==> src/rtl/core/ilp_pkg.sv <==
package ilp_pkg;

  typedef enum logic [2:0] {
    ST_MORE  = 3'd0,
    ST_FOUND = 3'd1,
    ST_PROTO = 3'd2,
    ST_UNSUP = 3'd3,
    ST_OVER  = 3'd4
  } status_t;

  localparam logic [2:0] REG_MAX_LINE_LENGTH = 3'd0;
  localparam logic [10:0] MAX_LINE_RESET = 11'd255;
  localparam logic [10:0] LINE_SAT = 11'd2047;

  localparam logic [7:0] CH_LF    = 8'h0a;
  localparam logic [7:0] CH_CR    = 8'h0d;
  localparam logic [7:0] CH_SPACE = 8'h20;
  localparam logic [7:0] CH_DEL   = 8'h7f;
  localparam logic [7:0] CH_LOW   = 8'h21;
  localparam logic [7:0] CH_HIGH  = 8'h7e;
  localparam logic [7:0] CH_DASH  = 8'h2d;

  localparam logic [3:0] PHASE_DONE = 4'd4;
  localparam logic [3:0] PHASE_MISS = 4'hf;

  localparam logic [1:0] VP_SCAN  = 2'd0;
  localparam logic [1:0] VP_SPACE = 2'd2;
  localparam logic [1:0] VP_BAD   = 2'd3;

  // Per-line parse state; the byte counters live outside since their width varies.
  typedef struct packed {
    logic [10:0] line_length;
    logic        cr_pending;
    logic [3:0]  prefix_phase;
    logic [1:0]  prefix_kind;
    logic [1:0]  version_phase;
    logic        version_nonempty;
  } line_state_t;

  typedef struct packed {
    status_t     status;
    logic [10:0] banner_length;
    logic [15:0] banner_offset;
    logic [15:0] consumed_count;
  } result_t;

  // "SSH-2.0-"
  function automatic logic [7:0] pat_v2(input logic [3:0] idx);
    logic [7:0] ch;
    case (idx)
      4'd0: ch = 8'h53;
      4'd1: ch = 8'h53;
      4'd2: ch = 8'h48;
      4'd3: ch = 8'h2d;
      4'd4: ch = 8'h32;
      4'd5: ch = 8'h2e;
      4'd6: ch = 8'h30;
      4'd7: ch = 8'h2d;
      default: ch = 8'h00;
    endcase
    return ch;
  endfunction

  // "SSH-1.99-"
  function automatic logic [7:0] pat_v199(input logic [3:0] idx);
    logic [7:0] ch;
    case (idx)
      4'd0: ch = 8'h53;
      4'd1: ch = 8'h53;
      4'd2: ch = 8'h48;
      4'd3: ch = 8'h2d;
      4'd4: ch = 8'h31;
      4'd5: ch = 8'h2e;
      4'd6: ch = 8'h39;
      4'd7: ch = 8'h39;
      4'd8: ch = 8'h2d;
      default: ch = 8'h00;
    endcase
    return ch;
  endfunction

  function automatic logic [10:0] sat_line(input logic [10:0] v);
    return (v == LINE_SAT) ? v : v + 11'd1;
  endfunction

endpackage

==> src/rtl/core/ilp_step.sv <==
module ilp_step #(
  parameter int COUNT_WIDTH = 16
) (
  input  logic [7:0]             data_byte,
  input  logic                   restart,
  input  logic [10:0]            max_line_length,
  input  ilp_pkg::line_state_t   cur_line,
  input  logic [COUNT_WIDTH-1:0] cur_start,
  input  logic [COUNT_WIDTH-1:0] cur_total,
  output ilp_pkg::line_state_t   next_line,
  output logic [COUNT_WIDTH-1:0] next_start,
  output logic [COUNT_WIDTH-1:0] next_total,
  output ilp_pkg::result_t       res
);

  localparam logic [COUNT_WIDTH-1:0] COUNT_MAX = '1;

  function automatic logic [COUNT_WIDTH-1:0] sat_inc(input logic [COUNT_WIDTH-1:0] v);
    return (v == COUNT_MAX) ? v : v + COUNT_WIDTH'(1);
  endfunction

  function automatic logic [15:0] out16(input logic [COUNT_WIDTH-1:0] v);
    return (v > COUNT_WIDTH'(65535)) ? 16'hffff : 16'(v);
  endfunction

  ilp_pkg::line_state_t   ls;
  logic [COUNT_WIDTH-1:0] st;
  logic [COUNT_WIDTH-1:0] tc;
  logic [10:0]            size;
  logic [10:0]            p;
  logic                   v2;
  logic                   v199;

  always_comb begin
    ls = restart ? '0 : cur_line;
    st = restart ? '0 : cur_start;
    tc = restart ? '0 : cur_total;
    next_line = ls;
    next_start = st;
    res = '0;
    res.status = ilp_pkg::ST_MORE;
    size = ls.line_length - 11'(ls.cr_pending);
    p = ls.line_length;
    v2 = 1'b0;
    v199 = 1'b0;

    if (ls.cr_pending && data_byte != ilp_pkg::CH_LF) begin
      res.status = ilp_pkg::ST_PROTO;
    end else if (data_byte == ilp_pkg::CH_CR) begin
      next_line.cr_pending = 1'b1;
      next_line.line_length = ilp_pkg::sat_line(ls.line_length);
    end else if (data_byte == ilp_pkg::CH_LF) begin
      if ({1'b0, ls.line_length} + 12'd1 > {1'b0, max_line_length}) begin
        res.status = ilp_pkg::ST_OVER;
      end else if (size >= 11'd4 && ls.prefix_phase == ilp_pkg::PHASE_DONE) begin
        v2 = size > 11'd8 && !ls.prefix_kind[0];
        v199 = size > 11'd9 && !ls.prefix_kind[1];
        if (!v2 && !v199) begin
          res.status = (size > 11'd8) ? ilp_pkg::ST_UNSUP : ilp_pkg::ST_PROTO;
        end else if (ls.version_phase == ilp_pkg::VP_BAD || !ls.version_nonempty) begin
          res.status = ilp_pkg::ST_PROTO;
        end else begin
          res.status = ilp_pkg::ST_FOUND;
          res.banner_length = size;
          res.banner_offset = out16(st);
          res.consumed_count = out16(sat_inc(tc));
        end
      end else begin
        // A line that is not an SSH line is skipped and the next one begins.
        next_line = '0;
        next_start = sat_inc(tc);
      end
    end else if (data_byte < ilp_pkg::CH_SPACE || data_byte == ilp_pkg::CH_DEL) begin
      res.status = ilp_pkg::ST_PROTO;
    end else begin
      if (p < 11'd4 && ls.prefix_phase != ilp_pkg::PHASE_MISS) begin
        next_line.prefix_phase = (data_byte == ilp_pkg::pat_v2(p[3:0])) ?
                                 p[3:0] + 4'd1 : ilp_pkg::PHASE_MISS;
      end
      if (p < 11'd8 && data_byte != ilp_pkg::pat_v2(p[3:0])) begin
        next_line.prefix_kind[0] = 1'b1;
      end
      if (p < 11'd9 && data_byte != ilp_pkg::pat_v199(p[3:0])) begin
        next_line.prefix_kind[1] = 1'b1;
      end
      // Past a still-matching version prefix, the bytes are the software version.
      if ((!next_line.prefix_kind[0] && p >= 11'd8) ||
          (!next_line.prefix_kind[1] && p >= 11'd9)) begin
        if (ls.version_phase == ilp_pkg::VP_SCAN) begin
          if (data_byte == ilp_pkg::CH_SPACE) begin
            next_line.version_phase = ilp_pkg::VP_SPACE;
          end else if (data_byte < ilp_pkg::CH_LOW || data_byte > ilp_pkg::CH_HIGH ||
                       data_byte == ilp_pkg::CH_DASH) begin
            next_line.version_phase = ilp_pkg::VP_BAD;
          end else begin
            next_line.version_nonempty = 1'b1;
          end
        end
      end
      next_line.line_length = ilp_pkg::sat_line(ls.line_length);
    end

    if (res.status == ilp_pkg::ST_MORE && next_line.line_length >= max_line_length) begin
      res.status = ilp_pkg::ST_OVER;
    end

    if (res.status == ilp_pkg::ST_MORE) begin
      next_total = sat_inc(tc);
    end else begin
      next_line = '0;
      next_start = '0;
      next_total = '0;
    end
  end

endmodule

==> src/rtl/core/identification_line_parser.sv <==
// A result beat is valid in the cycle after its byte beat is accepted. One byte
// per cycle while results are taken; the per-line state is updated in a single
// registered pass per byte, and the result register frees whenever it is taken.
// Reset (rst, synchronous, active high) clears the search state and the
// result valid flag, and sets max_line_length to 255.
module identification_line_parser #(
  parameter int COUNT_WIDTH = 16
) (
  input  logic        clk,
  input  logic        rst,
  input  logic        psel,
  input  logic        penable,
  input  logic        pwrite,
  input  logic [2:0]  paddr,
  input  logic [31:0] pwdata,
  output logic [31:0] prdata,
  output logic        pready,
  input  logic        byte_valid,
  output logic        byte_ready,
  input  logic [7:0]  data_byte,
  input  logic        restart,
  output logic        result_valid,
  input  logic        result_ready,
  output logic [2:0]  status,
  output logic [10:0] banner_length,
  output logic [15:0] banner_offset,
  output logic [15:0] consumed_count
);

  logic [10:0]            max_line_length;
  ilp_pkg::line_state_t   line_state;
  logic [COUNT_WIDTH-1:0] line_start;
  logic [COUNT_WIDTH-1:0] total_count;

  ilp_pkg::line_state_t   line_state_next;
  logic [COUNT_WIDTH-1:0] line_start_next;
  logic [COUNT_WIDTH-1:0] total_count_next;
  ilp_pkg::result_t       step_res;
  logic                   byte_accept;
  logic                   cfg_write;

  assign pready = 1'b1;
  assign cfg_write = psel && penable && pwrite && paddr == ilp_pkg::REG_MAX_LINE_LENGTH;
  assign prdata = (paddr == ilp_pkg::REG_MAX_LINE_LENGTH) ? {21'd0, max_line_length} : 32'd0;

  always_ff @(posedge clk) begin
    if (rst) begin
      max_line_length <= ilp_pkg::MAX_LINE_RESET;
    end else if (cfg_write) begin
      max_line_length <= pwdata[10:0];
    end
  end

  assign byte_ready = !result_valid || result_ready;
  assign byte_accept = byte_valid && byte_ready;

  ilp_step #(
    .COUNT_WIDTH(COUNT_WIDTH)
  ) u_step (
    .data_byte(data_byte),
    .restart(restart),
    .max_line_length(max_line_length),
    .cur_line(line_state),
    .cur_start(line_start),
    .cur_total(total_count),
    .next_line(line_state_next),
    .next_start(line_start_next),
    .next_total(total_count_next),
    .res(step_res)
  );

  always_ff @(posedge clk) begin
    if (rst) begin
      line_state <= '0;
      line_start <= '0;
      total_count <= '0;
      result_valid <= 1'b0;
    end else begin
      if (byte_accept) begin
        line_state <= line_state_next;
        line_start <= line_start_next;
        total_count <= total_count_next;
        result_valid <= 1'b1;
      end else if (result_ready) begin
        result_valid <= 1'b0;
      end
    end
  end

  always_ff @(posedge clk) begin
    if (byte_accept) begin
      status <= step_res.status;
      banner_length <= step_res.banner_length;
      banner_offset <= step_res.banner_offset;
      consumed_count <= step_res.consumed_count;
    end
  end

  // A found banner carries at least a full version prefix and one version byte.
  a_found_length: assert property (@(posedge clk) disable iff (rst)
    result_valid && status == ilp_pkg::ST_FOUND |-> banner_length > 11'd8)
    else $error("found banner shorter than a version prefix");

  a_nonfound_zero: assert property (@(posedge clk) disable iff (rst)
    result_valid && status != ilp_pkg::ST_FOUND |->
      banner_length == 11'd0 && banner_offset == 16'd0 && consumed_count == 16'd0)
    else $error("banner fields set without a found status");

  a_found_order: assert property (@(posedge clk) disable iff (rst)
    result_valid && status == ilp_pkg::ST_FOUND |-> consumed_count >= banner_offset)
    else $error("banner offset beyond bytes consumed");

  // Any terminal status restarts the search from offset zero.
  a_terminal_clear: assert property (@(posedge clk) disable iff (rst)
    byte_accept && step_res.status != ilp_pkg::ST_MORE |=>
      total_count == '0 && line_start == '0 && line_state == '0)
    else $error("search state not cleared after a terminal status");

endmodule
==> config.mk <==
export PLATFORM = sky130hd
export DESIGN_NAME = identification_line_parser
export DESIGN_NICKNAME = d
export VERILOG_FILES = /design/src/rtl/core/ilp_pkg.sv /design/src/rtl/core/ilp_step.sv /design/src/rtl/core/identification_line_parser.sv
export SDC_FILE = /design/constraint.sdc
export NUM_CORES = 1
export LEC_CHECK = 0
export BUFFER_PORTS_ARGS = -buffer_cell sky130_fd_sc_hd__buf_2
export CORE_UTILIZATION = 45
export CTS_CLUSTER_DIAMETER = 40
export DETAILED_ROUTE_END_ITERATION = 8
export MAX_ROUTING_LAYER = met4
export PLACE_DENSITY = 0.7
export SETUP_SLACK_MARGIN = 0.3
export SLEW_MARGIN = 20
export SYNTH_ARGS = -nofsm -noshare
export SYNTH_HDL_FRONTEND = slang
export SYNTH_SLANG_ARGS = --single-unit
==> constraint.sdc <==
create_clock -name clk -period 7.96 [get_ports clk]
set_clock_uncertainty 0.1 [all_clocks]
set_input_delay 1.592 -clock clk [delete_from_list [all_inputs] [get_ports clk]]
set_output_delay 1.592 -clock clk [all_outputs]
set_load 0.1 [all_outputs]
# ---- Yosys cells after proc, flatten, opt, wreduce, memory -nomap -nowiden
# Memories as Yosys holds them, arrays and structs flattened.
# Cells that the tools add are included.
dict set report totals {
  romBits 224
  ff_bits 111
  n_memories 3
  output_inout_bits 81
}
# name depth word_bits rd rd_clocked_by_memory_dff write_ports line
set memory_table {}
lappend memory_table {{(name not given)} 16 7 1 0 0 ilp_pkg.sv:67} ;# case (idx)
lappend memory_table {{(name not given)} 8 7 1 0 0 ilp_pkg.sv:50} ;# case (idx)
lappend memory_table {{(name not given)} 8 7 1 0 0 ilp_pkg.sv:50}
dict set report classes {
  bitwise 2
  n_lt_le_gt_ge 15
  reduce_logical 35
  eq_ne 14
  add_sub_neg 5
  n_mux 75
}
# op n
set op_table {}
lappend op_table {{$mux 16} 12}
lappend op_table {{$mux 43} 4}
lappend op_table {{$mux 8} 15}
lappend op_table {{$mux 21} 5}
lappend op_table {{$mux 46} 2}
lappend op_table {{$mux 11} 4}
lappend op_table {{$gt 16x16->1 const B} 2}
lappend op_table {{$mux 9} 3}
lappend op_table {{$ge 11x4->1 const B} 2}
lappend op_table {{$gt 11x4->1 const B} 2}
lappend op_table {{$lt 11x4->1 const B} 2}
lappend op_table {{$mux 3} 7}
lappend op_table {{$add 16x1->16 const B} 1}
lappend op_table {{$eq 16x16->1 const B} 1}
lappend op_table {{$eq 8x4->1 const B} 2}
lappend op_table {{$eq 8x6->1 const B} 2}
lappend op_table {{$lt 8x6->1 const B} 2}
lappend op_table {{$mux 1} 16}
lappend op_table {{$ne 8x8->1} 2}
lappend op_table {{$logic_and 1x1->1} 15}
lappend op_table {{$add 11x1->12 const B} 1}
lappend op_table {{$gt 12x11->1} 1}
lappend op_table {{$mux 12} 1}
lappend op_table {{$add 11x1->11 const B} 1}
lappend op_table {{other kinds (22)} 41}

# ---- Logic depth before layout (Yosys ltp)
# An unclocked memory read counts as a cell.
dict set report depth {
  depth_word 27
  mapped_depth 29
}

# ---- By module
# Synthesis repeated with hierarchy kept, for this count alone.
dict set report hier_totals {
  hier_cells 997
  area_unflattened_um2 7872.6
}
# mod area_per_inst_um2 instances cells_each
set by_module_without_submodules {}
lappend by_module_without_submodules {identification_line_parser 4155.2 1 377}
lappend by_module_without_submodules {ilp_step 3717.3 1 620}

# ---- Worst setup path after synthesis
# Ideal clock, no wire load.
dict set report synth_timing {
  kind {in2reg}
  start {in restart}
  end {reg line_start[10]}
  setup_time_ns 0.059
  path_buffers 9
  path_stages 27
  arrival_ns 7.570
  path_slack_ns 0.232
  required_ns 7.801
  path_cell_list {buf_2 > clkbuf_1 > clkbuf_1 > clkbuf_1 > buf_1 > buf_1 > buf_1 > nor2_1 > ha_1 > and3_1 > nor3b_1 > o311ai_1 > nor2_1 > clkbuf_1 > o31ai_1 > o2bb2ai_1 > ha_1 > o211ai_1 > a21oi_1 > o41ai_1 > o2111ai_1 > a211oi_1 > and2_1 > and3_1 > a21o_1 > buf_6 > a22o_1}
}
dict set report synth_between {
  elab_chain_cells 17
  word_cells_on_any_way 53
}
# element line
set synth_lines {}
lappend synth_lines {{start: declaration} identification_line_parser.sv:21} ;# input logic restart,
lappend synth_lines {{parallel branches: the longest is 16 deep, another holds $sub 11x1->11} n/a}
lappend synth_lines {{$mux 16 *} ilp_step.sv:107} ;# if (res.status == ilp_pkg::ST_MORE) begin
lappend synth_lines {{end signal: assignment} identification_line_parser.sv:81} ;# line_start <= line_start_next;
lappend synth_lines {{end: declaration} identification_line_parser.sv:32} ;# logic [COUNT_WIDTH-1:0] line_start;
# Every way passes the cells marked *.
# A chain may end at the register's enable or synchronous reset.

# ---- Final worst setup path
dict set report layout_timing {
  start {in restart}
  end {reg line_start[9]}
}
# The elaborated chain is that of the path after synthesis.

==> flow_metrics.tcl <==
set metrics [dict create \
    worst_slew_margin_rel_pct 37.78 \
    setup_violations 0 \
    synth_top_cell_by_area "sky130_fd_sc_hd__edfxtp_1" \
    grt_max_degree 47 \
    slew_viol_final 0 \
    ant_nets 0 \
    cts_root_buf "sky130_fd_sc_hd__clkbuf_16" \
    total_length_of_routed_wires_um 16810 \
    synth-async-reset-ratio_pct 0 \
    post_layout_power_mw 1.321 \
    final_cell_count_no_fill 1061 \
    reg2reg_slack_ns 1.20 \
    startpoint_type "input port" \
    worstSetupPathType "input port to flip-flop" \
    preCtsSetupSlack_ns 0.6076 \
    cts-buffers-inserted 9 \
    die_area_um2 15980 \
    num_io_pins 132 \
    remaining_drc_errors 0 \
    yosysWarningCount 0 \
    clk_path_buf_depth 2 \
    die_width_um 126.4 \
    final_util_pct 51.31 \
    grt_pass1_wl_um 27780 \
    clock_latency_ns 0.37 \
    post_syn_area_um2 6967 \
    vias 6002 \
    yosysMostFrequentCell "sky130_fd_sc_hd__nor2_1" \
    starting_density_of_the_core_pct 46.00 \
    rsz0062_at_grt "false" \
    min-delay-start "line_start[1]" \
    floorplan.die.height_um 126.4 \
    timing.fmax_mhz 139.4 \
    placement_cell_area_um2 7446 \
    leakagePower_nw 3.096 \
    hold_violations 0 \
    synth_top_area_share_pct 19.83 \
    cts_sinks 111 \
    critPathMostFrequentCell "sky130_fd_sc_hd__buf_4" \
    highest_ir_drop_seen_on_vdd_mv 0.1274 \
    area_growth_syn_to_layout_pct 11.55 \
    post_synth_num_cell_types 71 \
    synth.ff_latch_count 111 \
    holdWs_ns 0.3694 \
    postSynthCellCount 810 \
    critPathArrivalTime_ns 7.38 \
    placed_cells_incl_taps 1045 \
    final_design_area_no_fill_um2 7771 \
    dp_wirelength_um 11850 \
    yosys-top-cells-area "sky130_fd_sc_hd__edfxtp_1 20%, sky130_fd_sc_hd__dfxtp_1 19%, sky130_fd_sc_hd__nor2_1 5.3%" \
    grt_antenna_before_repair 0 \
    r2r-end "line_start[9]" \
    post_cts_hold_buffer_count 0 \
    post_synthesis_area_per_instance_um2 8.601 \
    yosys_most_used_dff "sky130_fd_sc_hd__dfxtp_1" \
    overflow 0 \
    crit_required_ns 8.17 \
    place.gp.congestion 0.8842 \
    timing_worst_slew_pin_value_ns 0.9248 \
    routed_wire_length_per_instance_um 15.84 \
    fin_tns_setup_ns 0 \
    htree_num_levels 3 \
    min_path_type "flip-flop to flip-flop" \
    ys_seq_area_share_pct 38.51 \
    finalCriticalPeriod_ns 7.176 \
    min_delay_path_depth 1 \
    avgViaCountPerCell 5.657 \
    diodes 0 \
    placementRows 45 \
    power_density_nw_per_um2 170.0 \
    detailedRoute.firstPassIterationCount 5 \
    cts_tree "yes" \
    clkSlewWorstSetupHoldPaths_ns 0.08 \
    drv.max_cap_violation_count 0 \
    synth-edff-count 46 \
    maximum_fanout_count_along_the_critical_path 20 \
    place.port_buffers 88 \
    first_global_vias 5447 \
    cts.repair.resized 0 \
    status "completed" \
    drt-initial-drc-count 492 \
    cts.repair_timing.setup_buffer_count 0 \
    synth_top_cells_by_count "99 x sky130_fd_sc_hd__nor2_1, 65 x sky130_fd_sc_hd__dfxtp_1, 64 x sky130_fd_sc_hd__nand2_1" \
    layout_setup_ws_ns 0.7838 \
    final_layout_size_suffix_gt1_share_pct 15.01 \
    core_um2 15150 \
    timing.hold.worst_endpoint "line_start[1]" \
    slowest_cell_on_crit_path "sky130_fd_sc_hd__o311ai_2" \
    worst_setup_path_startpoint "restart" \
    worstReg2RegStart "line_state[10]" \
    post-route-period-util_pct 90.15 \
    worst_reg_to_reg_path_cell_count 25 \
    max_stage_delay_ns 0.65 \
    track_usage_pct 22.45 \
    crit_path_end_kind "flip-flop" \
    finish.net_count 946 \
]
==> layout make-up <==
cell class,instances,area [um^2]
Fill cell,1458,7375
Multi-Input combinational cell,606,3852
Sequential cell,111,2683
Timing Repair Buffer,102,545.5
Tap cell,188,235.2
Clock buffer,9,225.2
Inverter,38,142.6
Clock inverter,7,87.58
==> state kept, by name, indices dropped and copies added (netlist names) <==
signal,cells
line_state,21
banner_offset,16
consumed_count,16
line_start,16
total_count,16
banner_length,11
max_line_length,11
status,3
result_valid,1
==> power by group <==
part	switching (mW)	internal, mW	total [mW]
sequential	0.00962	0.607	0.617
combinational	0.206	0.0392	0.245
clock	0.233	0.226	0.459
==> placed cells by master (no fill, tap or decap), types with 5 or more instances in the layout <==
cell                        netlist  routed
sky130_fd_sc_hd__inv_1           35      34
sky130_fd_sc_hd__and3_1          10      10
sky130_fd_sc_hd__nand4_1         14      14
sky130_fd_sc_hd__nand2b_1        10      10
sky130_fd_sc_hd__edfxtp_1        46      46
sky130_fd_sc_hd__dfxtp_1         65      65
sky130_fd_sc_hd__a31oi_1         11      11
sky130_fd_sc_hd__o31ai_1          8       8
sky130_fd_sc_hd__nor3b_1          7       7
sky130_fd_sc_hd__a21oi_1         21      21
sky130_fd_sc_hd__o21ai_0         24      24
sky130_fd_sc_hd__nor4_1           5       5
sky130_fd_sc_hd__nor2b_1         17      17
sky130_fd_sc_hd__conb_1           2      22
sky130_fd_sc_hd__clkbuf_16        0       9
sky130_fd_sc_hd__buf_2            8      88
sky130_fd_sc_hd__nand2_1         64      64
sky130_fd_sc_hd__a21o_1           6       6
sky130_fd_sc_hd__and2_1          34      34
sky130_fd_sc_hd__buf_4           22      14
sky130_fd_sc_hd__o211ai_1        12      12
sky130_fd_sc_hd__ha_1            27      27
sky130_fd_sc_hd__a22o_1          23      23
sky130_fd_sc_hd__nor2_1          99      99
sky130_fd_sc_hd__nor3_1          25      25
sky130_fd_sc_hd__a22oi_1         23      23
sky130_fd_sc_hd__nand3_1         17      17
sky130_fd_sc_hd__xnor2_1         23      23
sky130_fd_sc_hd__xor2_1          11      11
sky130_fd_sc_hd__mux2i_1          8       8
sky130_fd_sc_hd__o2bb2ai_1       10      10
==> worst max-delay path: cells and delay by family <==
family | cells | cell delay [ns]
buffers and inverters | 4 | 0.81
xor gates and xnor gates | 1 | 0.20
and+or+nand+nor | 9 | 1.63
AOI/OAI and AO/OA | 10 | 2.55
adders and majority gates | 2 | 0.59
==> worst max-delay path by stage <==
stage	to	slack (ns)	cells after the start
after floorplan	line_start[10]	0.40	28
after global placement	line_start[8]	0.66	27
after detailed placement	line_state[4]	0.61	27
after CTS	line_start[9]	0.95	26
after global routing	line_start[10]	0.35	27
final	line_start[9]	0.78	26
==> cell families after synthesis <==
| group | after synthesis | synth area share, % |
|---|---|---|
| other | 2 | 0.1078 |
| adder cells (fa/ha/maj) | 27 | 4.849 |
| buffers and inverters | 113 | 7.633 |
| XOR/XNOR | 34 | 4.274 |
| multiplexers | 11 | 1.634 |
| AND/OR/NAND/NOR | 334 | 24.43 |
| AO/OA/AOI/OAI | 178 | 18.57 |
| flip-flops | 111 | 38.51 |
==> metal layers <==
metal / share of wire, % / wire, um / up-vias / global-route usage [%]
met5: 0 / 0 / - / -
met4: 1.3 / 213 / 0 / 6.308
li1: - / - / 3001 / -
met1: 50 / 8344 / 2751 / 31.51
met2: 42 / 7140 / 224 / 32.24
met3: 6.6 / 1108 / 26 / 5.019
(Power assumes the default switching activity.)
